[config.mk]
export PLATFORM = sky130hd
export DESIGN_NAME = glyph_pixel_compositor_unit_flat
export DESIGN_NICKNAME = d
export VERILOG_FILES = /design/src/rtl/core/gpc_pkg.sv /design/src/rtl/core/gpc_pix_if.sv /design/src/rtl/core/gpc_res_if.sv /design/src/rtl/core/glyph_pixel_compositor_unit.sv /design/src/flat_wrapper.sv
export SDC_FILE = /design/constraint.sdc
export NUM_CORES = 1
export LEC_CHECK = 0
export BUFFER_PORTS_ARGS = -buffer_cell sky130_fd_sc_hd__clkbuf_2
export CAP_MARGIN = 15
export CORE_UTILIZATION = 55
export CTS_CLUSTER_SIZE = 28
export DETAILED_ROUTE_END_ITERATION = 12
export PLACE_DENSITY = 0.73
export REMOVE_ABC_BUFFERS = 1
export SYNTH_ARGS = -nofsm -noshare
export SYNTH_HDL_FRONTEND = slang
export SYNTH_SLANG_ARGS = --single-unit
[constraint.sdc]
create_clock -name i_clk -period 22 [get_ports i_clk]
set_input_delay 2.2 -clock i_clk [delete_from_list [all_inputs] [get_ports i_clk]]
set_output_delay 2.2 -clock i_clk [all_outputs]
set_load 0.01 [all_outputs]
[src/rtl/core/gpc_pkg.sv]
`default_nettype none

package gpc_pkg;

    // Source kinds carried on the pixel channel
    localparam logic [1:0] KIND_MONO       = 2'd0;
    localparam logic [1:0] KIND_COLOUR     = 2'd1;
    localparam logic [1:0] KIND_BACKGROUND = 2'd2;

    localparam int          CHAN_W      = 8;
    localparam int          PIX_W       = 4 * CHAN_W;
    localparam int          PROD_W      = 2 * CHAN_W;
    localparam logic [7:0]  CHAN_MAX    = 8'hFF;
    localparam logic [15:0] BIAS_MONO   = 16'd127;
    localparam logic [15:0] BIAS_FILL   = 16'd128;

    // What the final stage puts on the output word
    typedef enum logic [1:0] {
        SEL_BLEND = 2'd0,
        SEL_SRC   = 2'd1,
        SEL_DEST  = 2'd2
    } t_sel;

    typedef logic [CHAN_W-1:0] t_chan;
    typedef logic [PROD_W-1:0] t_prod;

    // Round a tint product down to a premultiplied byte
    function automatic t_chan tint_round(input t_prod prod);
        t_prod sum;
        sum = prod + BIAS_MONO;
        return sum[PROD_W-1:CHAN_W];
    endfunction

    // s + ((d*inv + bias) >> 8), wrapped to one byte
    function automatic t_chan mix_chan(input t_chan s, input t_prod prod, input logic mono);
        t_prod sum;
        sum = prod + (mono ? BIAS_MONO : BIAS_FILL);
        return s + sum[PROD_W-1:CHAN_W];
    endfunction

endpackage

`default_nettype wire

[src/rtl/core/gpc_pix_if.sv]
`default_nettype none

interface gpc_pix_if;
    logic        valid;
    logic        ready;
    logic [1:0]  kind;
    logic [31:0] dest_argb;
    logic [31:0] source_argb;
    logic [7:0]  coverage;
    logic [7:0]  tint_red;
    logic [7:0]  tint_green;
    logic [7:0]  tint_blue;

    modport source (
        output valid, kind, dest_argb, source_argb, coverage,
               tint_red, tint_green, tint_blue,
        input  ready
    );
    modport sink (
        input  valid, kind, dest_argb, source_argb, coverage,
               tint_red, tint_green, tint_blue,
        output ready
    );
endinterface

`default_nettype wire

[src/rtl/core/gpc_res_if.sv]
`default_nettype none

interface gpc_res_if;
    logic        valid;
    logic        ready;
    logic [31:0] result_argb;

    modport source (output valid, result_argb, input ready);
    modport sink   (input valid, result_argb, output ready);
endinterface

`default_nettype wire

[src/rtl/core/glyph_pixel_compositor_unit.sv]
// Glyph pixel compositor: premultiplied src-over blend of one pixel per word.
//
// i_pix (sink) carries one destination pixel plus its source: a mono glyph
// coverage with an RGB tint, a premultiplied colour glyph, or a background
// fill colour. o_res (source) returns the composited ARGB pixel, one result
// word for every input word, in order.
//
// Pipeline: the word passes four registers: the input register at the
// accepting edge, then the tint multiply, the blend multiply, and the mix
// into the output register.
// Throughput: one word per clock. Every stage holds an 8x8 multiply or one
// add-and-select, so a new word enters each cycle the output is not stalled.
//
// Reset (i_rst_n low, synchronous) clears all stage valid bits; payload
// registers are left as they are.
// Stall: when o_res.valid is high and o_res.ready is low the whole pipeline
// holds, and i_pix.ready drops in the same cycle, so no word is lost or
// repeated. Bubbles travel as cleared valid bits and hold their place under
// a stall like any word; they are not squeezed out.
`default_nettype none

module glyph_pixel_compositor_unit (
    input  wire        i_clk,
    input  wire        i_rst_n,
    gpc_pix_if.sink    i_pix,
    gpc_res_if.source  o_res
);
    import gpc_pkg::*;

    // Pipeline advance: the output register is free or being drained
    logic w_adv;

    // Stage 1: registered input word
    logic        r1_v;
    logic [1:0]  r1_kind;
    logic [31:0] r1_dest;
    logic [31:0] r1_src;
    t_chan       r1_cov;
    t_chan       r1_tr;
    t_chan       r1_tg;
    t_chan       r1_tb;

    // Stage 2: effective premultiplied source and output select
    logic        r2_v;
    logic [31:0] r2_src;
    logic [31:0] r2_dest;
    logic        r2_mono;
    t_sel        r2_sel;

    // Stage 3: destination products
    logic        r3_v;
    t_prod       r3_prod [4];
    logic [31:0] r3_src;
    logic [31:0] r3_dest;
    logic        r3_mono;
    t_sel        r3_sel;

    // Output register
    logic        r_out_v;
    logic [31:0] r_out;

    // Stage 1 -> 2 combinational
    logic [31:0] n2_src;
    t_sel        n2_sel;
    t_chan       w_sa;

    // Stage 3 -> out combinational
    logic [31:0] n_out;

    assign w_adv       = !r_out_v || o_res.ready;
    assign i_pix.ready = w_adv;
    assign o_res.valid = r_out_v;
    assign o_res.result_argb = r_out;

    // Valid bits advance only with the pipeline
    always_ff @(posedge i_clk) begin
        if (!i_rst_n) begin
            r1_v    <= 1'b0;
            r2_v    <= 1'b0;
            r3_v    <= 1'b0;
            r_out_v <= 1'b0;
        end else if (w_adv) begin
            r1_v    <= i_pix.valid;
            r2_v    <= r1_v;
            r3_v    <= r2_v;
            r_out_v <= r3_v;
        end
    end

    // Capture the input word
    always_ff @(posedge i_clk) begin
        if (w_adv) begin
            r1_kind <= i_pix.kind;
            r1_dest <= i_pix.dest_argb;
            r1_src  <= i_pix.source_argb;
            r1_cov  <= i_pix.coverage;
            r1_tr   <= i_pix.tint_red;
            r1_tg   <= i_pix.tint_green;
            r1_tb   <= i_pix.tint_blue;
        end
    end

    // Tint the mono colour and pick the path: full blend, source
    // overwrite at opaque alpha, or pass the destination through for a
    // transparent colour glyph and for the unused kind.
    assign w_sa = r1_src[31:24];

    always_comb begin
        n2_src = r1_src;
        n2_sel = SEL_DEST;
        unique case (r1_kind)
            KIND_MONO: begin
                n2_src = {r1_cov,
                          tint_round(t_prod'(r1_tr) * t_prod'(r1_cov)),
                          tint_round(t_prod'(r1_tg) * t_prod'(r1_cov)),
                          tint_round(t_prod'(r1_tb) * t_prod'(r1_cov))};
                n2_sel = SEL_BLEND;
            end
            KIND_COLOUR: begin
                if (w_sa == CHAN_MAX) begin
                    n2_sel = SEL_SRC;
                end else if (w_sa != '0) begin
                    n2_sel = SEL_BLEND;
                end else begin
                    n2_sel = SEL_DEST;
                end
            end
            KIND_BACKGROUND: begin
                n2_sel = (w_sa == CHAN_MAX) ? SEL_SRC : SEL_BLEND;
            end
            default: begin
                n2_sel = SEL_DEST;
            end
        endcase
    end

    always_ff @(posedge i_clk) begin
        if (w_adv) begin
            r2_src  <= n2_src;
            r2_dest <= r1_dest;
            r2_mono <= (r1_kind == KIND_MONO);
            r2_sel  <= n2_sel;
        end
    end

    // Scale each destination byte by the inverse source alpha
    always_ff @(posedge i_clk) begin
        if (w_adv) begin
            for (int c = 0; c < 4; c++) begin
                r3_prod[c] <= t_prod'(r2_dest[c*CHAN_W +: CHAN_W])
                            * t_prod'(CHAN_MAX - r2_src[31:24]);
            end
            r3_src  <= r2_src;
            r3_dest <= r2_dest;
            r3_mono <= r2_mono;
            r3_sel  <= r2_sel;
        end
    end

    // Round, add the source and choose the output word
    always_comb begin
        n_out = r3_dest;
        unique case (r3_sel)
            SEL_BLEND: begin
                for (int c = 0; c < 4; c++) begin
                    n_out[c*CHAN_W +: CHAN_W] =
                        mix_chan(r3_src[c*CHAN_W +: CHAN_W], r3_prod[c], r3_mono);
                end
            end
            SEL_SRC:  n_out = r3_src;
            SEL_DEST: n_out = r3_dest;
            default:  n_out = r3_dest;
        endcase
    end

    always_ff @(posedge i_clk) begin
        if (w_adv) begin
            r_out <= n_out;
        end
    end

    // Reset empties every stage, the output stage included
    a_reset_clears: assert property (@(posedge i_clk)
        !i_rst_n |=> !o_res.valid && !r1_v && !r2_v && !r3_v)
        else $error("pipeline valid bits not cleared by reset");

    // A held output word freezes the input side too
    a_stall_blocks_input: assert property (@(posedge i_clk) disable iff (!i_rst_n)
        (o_res.valid && !o_res.ready) |-> !i_pix.ready)
        else $error("input accepted while output stalled");

    // A pass-through word leaves the destination untouched
    a_dest_pass: assert property (@(posedge i_clk) disable iff (!i_rst_n)
        (r3_v && w_adv && r3_sel == SEL_DEST) |=> (o_res.result_argb == $past(r3_dest)))
        else $error("pass-through word altered");

    // A word in the last stage reaches the output on advance
    a_valid_flow: assert property (@(posedge i_clk) disable iff (!i_rst_n)
        (w_adv && r3_v) |=> o_res.valid)
        else $error("word lost between last stage and output");

endmodule

`default_nettype wire

[src/flat_wrapper.sv]
// flat-port wrapper written by rule: the top's interface ports become plain ports
module glyph_pixel_compositor_unit_flat import gpc_pkg::*;
  (i_clk, i_rst_n, i_pix_valid, i_pix_kind, i_pix_dest_argb, i_pix_source_argb, i_pix_coverage, i_pix_tint_red, i_pix_tint_green, i_pix_tint_blue, i_pix_ready, o_res_valid, o_res_result_argb, o_res_ready);
  gpc_pix_if i_pix_i ();
  gpc_res_if o_res_i ();
  input  wire i_clk;
  input  wire i_rst_n;
  input wire logic [$bits(i_pix_i.valid)-1:0] i_pix_valid;
  input wire logic [$bits(i_pix_i.kind)-1:0] i_pix_kind;
  input wire logic [$bits(i_pix_i.dest_argb)-1:0] i_pix_dest_argb;
  input wire logic [$bits(i_pix_i.source_argb)-1:0] i_pix_source_argb;
  input wire logic [$bits(i_pix_i.coverage)-1:0] i_pix_coverage;
  input wire logic [$bits(i_pix_i.tint_red)-1:0] i_pix_tint_red;
  input wire logic [$bits(i_pix_i.tint_green)-1:0] i_pix_tint_green;
  input wire logic [$bits(i_pix_i.tint_blue)-1:0] i_pix_tint_blue;
  output wire logic [$bits(i_pix_i.ready)-1:0] i_pix_ready;
  output wire logic [$bits(o_res_i.valid)-1:0] o_res_valid;
  output wire logic [$bits(o_res_i.result_argb)-1:0] o_res_result_argb;
  input wire logic [$bits(o_res_i.ready)-1:0] o_res_ready;
  assign i_pix_i.valid = i_pix_valid;
  assign i_pix_i.kind = i_pix_kind;
  assign i_pix_i.dest_argb = i_pix_dest_argb;
  assign i_pix_i.source_argb = i_pix_source_argb;
  assign i_pix_i.coverage = i_pix_coverage;
  assign i_pix_i.tint_red = i_pix_tint_red;
  assign i_pix_i.tint_green = i_pix_tint_green;
  assign i_pix_i.tint_blue = i_pix_tint_blue;
  assign i_pix_ready = i_pix_i.ready;
  assign o_res_valid = o_res_i.valid;
  assign o_res_result_argb = o_res_i.result_argb;
  assign o_res_i.ready = o_res_ready;
  glyph_pixel_compositor_unit u_core (.i_clk(i_clk), .i_rst_n(i_rst_n), .i_pix(i_pix_i), .o_res(o_res_i));
endmodule
Word-level counts from Yosys, hierarchy flattened
Memories as Yosys holds them, arrays and structs flattened.
Cells that the tools add are included.
{"block": "word_totals", "register_bits": 268, "latchBits": 0, "ram_bits": 64, "rom_bits": 0, "input_bits": 102, "output_inout_bits": 34, "elab_cells": 58, "n_memories": 1}
{"name": "u_core.r3_prod", "words": 4, "width": 16, "rd": 4, "rd_ports_with_merged_regs": 0, "wr": 4, "line": "glyph_pixel_compositor_unit.sv:52", "source": "t_prod r3_prod [4];"}
{"block": "classes", "addsub": 12, "mul": 7, "div_mod_pow": 0, "order_cmp": 0, "n_eq_ne": 4, "shifts": 0, "mux": 9, "n_bitwise": 0, "reduce_logical": 5}
{"op": "16-bit adder", "n": 4}
{"op": "8-bit by 16-bit multiplier with 16-bit output", "n": 4}
{"op": "32-bit one-hot mux with 2 select lines", "n": 1}
{"op": "16-bit by 7-bit adder with 16-bit output (second input constant)", "n": 3}
{"op": "8-bit by 8-bit multiplier with 16-bit output", "n": 3}
{"op": "8-bit adder", "n": 4}
{"op": "32-bit 2-to-1 mux", "n": 1}
{"op": "8-bit by 8-bit subtractor with 9-bit output (first input constant)", "n": 1}
{"op": "8-bit == test (second input constant)", "n": 1}
{"op": "8-bit 2-to-1 mux", "n": 1}
{"op": "8-bit nonzero test", "n": 1}
{"op": "2-bit one-hot mux with 3 select lines", "n": 1}
{"op": "2-bit by 1-bit == test with 1-bit output (second input constant)", "n": 2}
{"op": "2-bit logical NOT", "n": 2}
{"op": "2-bit 2-to-1 mux", "n": 2}
{"op": "1-bit 2-to-1 mux", "n": 3}
{"op": "2-bit == test (second input constant)", "n": 1}
{"op": "1-bit logical NOT", "n": 1}
{"op": "1-bit logical OR", "n": 1}

Longest topological paths before layout
{"block": "logic_depth", "ltp_word": 4, "ltp_mapped": 18, "mapped_depth_nobuf": 17}

Least setup slack after synthesis
No wires, ideal clock.
{"block": "synth_timing", "path_kind": "input to output", "start": "input port o_res_ready", "end": "output port i_pix_ready", "arrival_time_ps": 8766, "slack_ps": 11034, "stages": 3, "n_path_buf": 1, "path_cell_list": "nor2b_1 > clkbuf_1 > inv_1"}
{"block": "synth_between", "elab_chain_len": 1}
{"item": "start: declaration", "line": "flat_wrapper.sv:19", "source": "input wire logic [$bits(o_res_i.ready)-1:0] o_res_ready;"}
{"item": "1-bit logical OR", "line": "glyph_pixel_compositor_unit.sv:70", "source": "assign w_adv = !r_out_v || o_res.ready;"}
{"item": "end: declaration", "line": "flat_wrapper.sv:16", "source": "output wire logic [$bits(i_pix_i.ready)-1:0] i_pix_ready;"}
No other way between the ends.

Final worst setup path
Same ends and word-level chain as after synthesis.

==> flow_metrics.env <==
export IMPL_die_h_um=226.5
export IMPL_async_reset_ff_frac=0
export IMPL_avgViaCountPerCell=5.394
export IMPL_grt_overflow_total=0
export IMPL_dp_hpwl_mm=39.98
export IMPL_power_density_nw_per_um2=118.5
export IMPL_setup_worst_path_start_class="input pin"
export IMPL_grt_max_degree=122
export IMPL_h_tree_depth=2
export IMPL_crit_fanout=121
export IMPL_ctsHoldBuffers=0
export IMPL_hold_viol=0
export IMPL_grt_pass1_vias=19130
export IMPL_yosysUniqueCellTypes=54
export IMPL_slew_violations=0
export IMPL_antenna_cells=0
export IMPL_rsz0062_at_grt="no"
export IMPL_crit_path_end_kind="output port"
export IMPL_drc=0
export IMPL_cts_tree="yes"
export IMPL_clk_pin_slew_ps=60
export IMPL_final_common_cell="inv_1"
export IMPL_clk_path_buf_depth=3
export IMPL_hp_class="flop to flop"
export IMPL_final_cell_mix="389 x inv_1, 328 x edfxtp_1, 296 x ha_1"
export IMPL_groute_usage_overall=0.2299
export IMPL_drtIter0Drc=846
export IMPL_period_needed_ps=5713
export IMPL_slew_headroom=0.3161
export IMPL_ir_drop_v=0.00006517
export IMPL_yosys_warnings=0
export IMPL_die_area_um2=51280
export IMPL_area_growth_pct=9.709
export IMPL_critical_path_arrival_ps=3510
export IMPL_cts_resized=0
export IMPL_rows=81
export IMPL_hold_ws_ps=413.6
export IMPL_drtPass1Iterations=7
export IMPL_vias=17900
export IMPL_p_leak_nw=14.05
export IMPL_ios=136
export IMPL_ys_seq_area_frac=0.3584
export IMPL_synth_main_ff_cell="edfxtp_1"
export IMPL_critical_path_class="input pin to output port"
export IMPL_syn_avg_cell_area_um2=11.12
export IMPL_place_gp_congestion=0.8287
export IMPL_synthesis_instances=2491
export IMPL_wl_per_cell_um=16.73
export IMPL_worst_slew_pin_slew_ps=1022
export IMPL_cts_made_buffers=41
export IMPL_max_freq_mhz=175.1
export IMPL_setup_viol_count_final=0
export IMPL_tns_ps=0
export IMPL_drive_gt1_frac=0.09153
export IMPL_initial_core_util=0.5614
export IMPL_final_nets=3294
export IMPL_die_x_um=226.5
export IMPL_clock_skew_ps=33.15
export IMPL_cts_sinks=332
export IMPL_cts_root_buffer="clkbuf_16"
export IMPL_finalCritPeriodShare=0.2597
export IMPL_synth_seq_cells=332
export IMPL_worst_skew_pair_late_latency_ps=570
export IMPL_port_buffers=135
export IMPL_core_um2=49360
export IMPL_run_status="finished, final reports clean"
export IMPL_fin_util=0.6159
export IMPL_synth_edf_count=328
export IMPL_antenna_found_initial=0
export IMPL_post_cts_buffers=0
export IMPL_ant_nets=0
export IMPL_syn_area_um2=27710
export IMPL_cp_required_ps=19800
export IMPL_drv_cap=0
export IMPL_wirelength_mm=55.54
export IMPL_grt_pass1_wl_mm=92.98
==> sequential cells by signal, summed over array words and instances, names as in the netlist, 32 cells and up <==
signal and flops:
u_core.r3_prod 64, u_core.r2_dest 32, u_core.r1_src 32, u_core.o_res.result_argb 32, u_core.r1_dest 32, u_core.r3_src 32
u_core.r3_dest 32, u_core.r2_src 32
==> cells by family (layout without fill, tap and decap cells) <==
family / count (synthesis) / after routing / synth area share
buffers and inverters: 450 / 614 / 0.06096
AO/OA/AOI/OAI: 264 / 264 / 0.06349
multiplexers: 17 / 17 / 0.006593
flip-flops: 332 / 332 / 0.3584
XOR/XNOR: 117 / 117 / 0.03698
adder cells (fa/ha/maj): 567 / 567 / 0.3295
AND/OR/NAND/NOR: 744 / 744 / 0.1441
==> routing by layer <==
layer  GRT usage  vias to the layer above  share of wire
met1      0.2904                     8935           0.43
li1            -                     8460              -
met4     0.09002                        0          0.035
met3     0.02955                      104          0.042
met2      0.4010                      403           0.50
met5           0                        -              0
==> cells in the mapped netlist (11+ instances only) <==
library cell | number | area, µm²
inv_1 | 390 | 1464
nor2b_1 | 242 | 1514
xnor2_1 | 83 | 727.0
a211oi_1 | 11 | 82.58
and2_1 | 115 | 719.4
nand2_1 | 186 | 698.2
o21a_1 | 46 | 345.3
or3_1 | 12 | 75.07
nor3_1 | 20 | 100.1
fa_1 | 271 | 5425
nand3_1 | 19 | 95.09
clkbuf_1 | 60 | 225.2
edfxtp_1 | 328 | 9849
a21oi_1 | 67 | 335.3
o21ai_0 | 52 | 260.3
nand2b_1 | 50 | 312.8
o31ai_1 | 16 | 120.1
ha_1 | 296 | 3704
xor2_1 | 34 | 297.8
nor2_1 | 67 | 251.5
==> worst max-delay path, stage by stage <==
cell      delay [ps]
clkbuf_2          80
nor2b_1          570
inv_8            400
clkbuf_2         260
==> final timing paths <==
path / endpoint / cells after the start / start / slack, ps
worst max-delay path: i_pix_ready / 4 / o_res_ready / 16290
worst min register to register: u_core.r3_src[6]$_DFFE_PP_ / 0 / u_core.r2_src[6]$_DFFE_PP_ / 410
worst max register to register: u_core.r2_src[15]$_DFFE_PP_ / 16 / u_core.r1_cov[2]$_DFFE_PP_ / 16670
worst min-delay path: u_core.r3_src[6]$_DFFE_PP_ / 0 / u_core.r2_src[6]$_DFFE_PP_ / 410
==> where the power goes <==
group          leakage, nW  internal (mW)  switching, mW
Sequential            3.53          0.927         0.0907
Clock                0.622          0.380          0.271
Combinational         9.90          0.893           1.04
Total                 14.0           2.20           1.40
==> through the flow <==
| stage | area (µm²) | power [mW] | worst slack, ps | cells |
|---|---|---|---|---|
| final | 30400 | 3.602 | 16290 | 3319 |
| after global routing | 30400 | 3.952 | 16150 | 3319 |
| after CTS | 30400 | 3.639 | 16210 | 3319 |
| after detailed placement | 29120 | 2.961 | 16210 | 3246 |
| after global placement | 29120 | 2.877 | 16270 | 3246 |
| after floorplan | 27480 | 2.519 | 11120 | 2431 |
==> area by class of cell <==
| cell class | count | area, µm² |
|---|---|---|
| fill | 3922 | 18960 |
| timing repair buffer | 151 | 795.8 |
| sequential | 332 | 9930 |
| tap | 664 | 830.8 |
| inverter | 390 | 1471 |
| clock buffer | 47 | 1049 |
| clock inverter | 26 | 232.7 |
| multi-input combinational | 1709 | 16090 |
(Power assumes the default switching activity.)
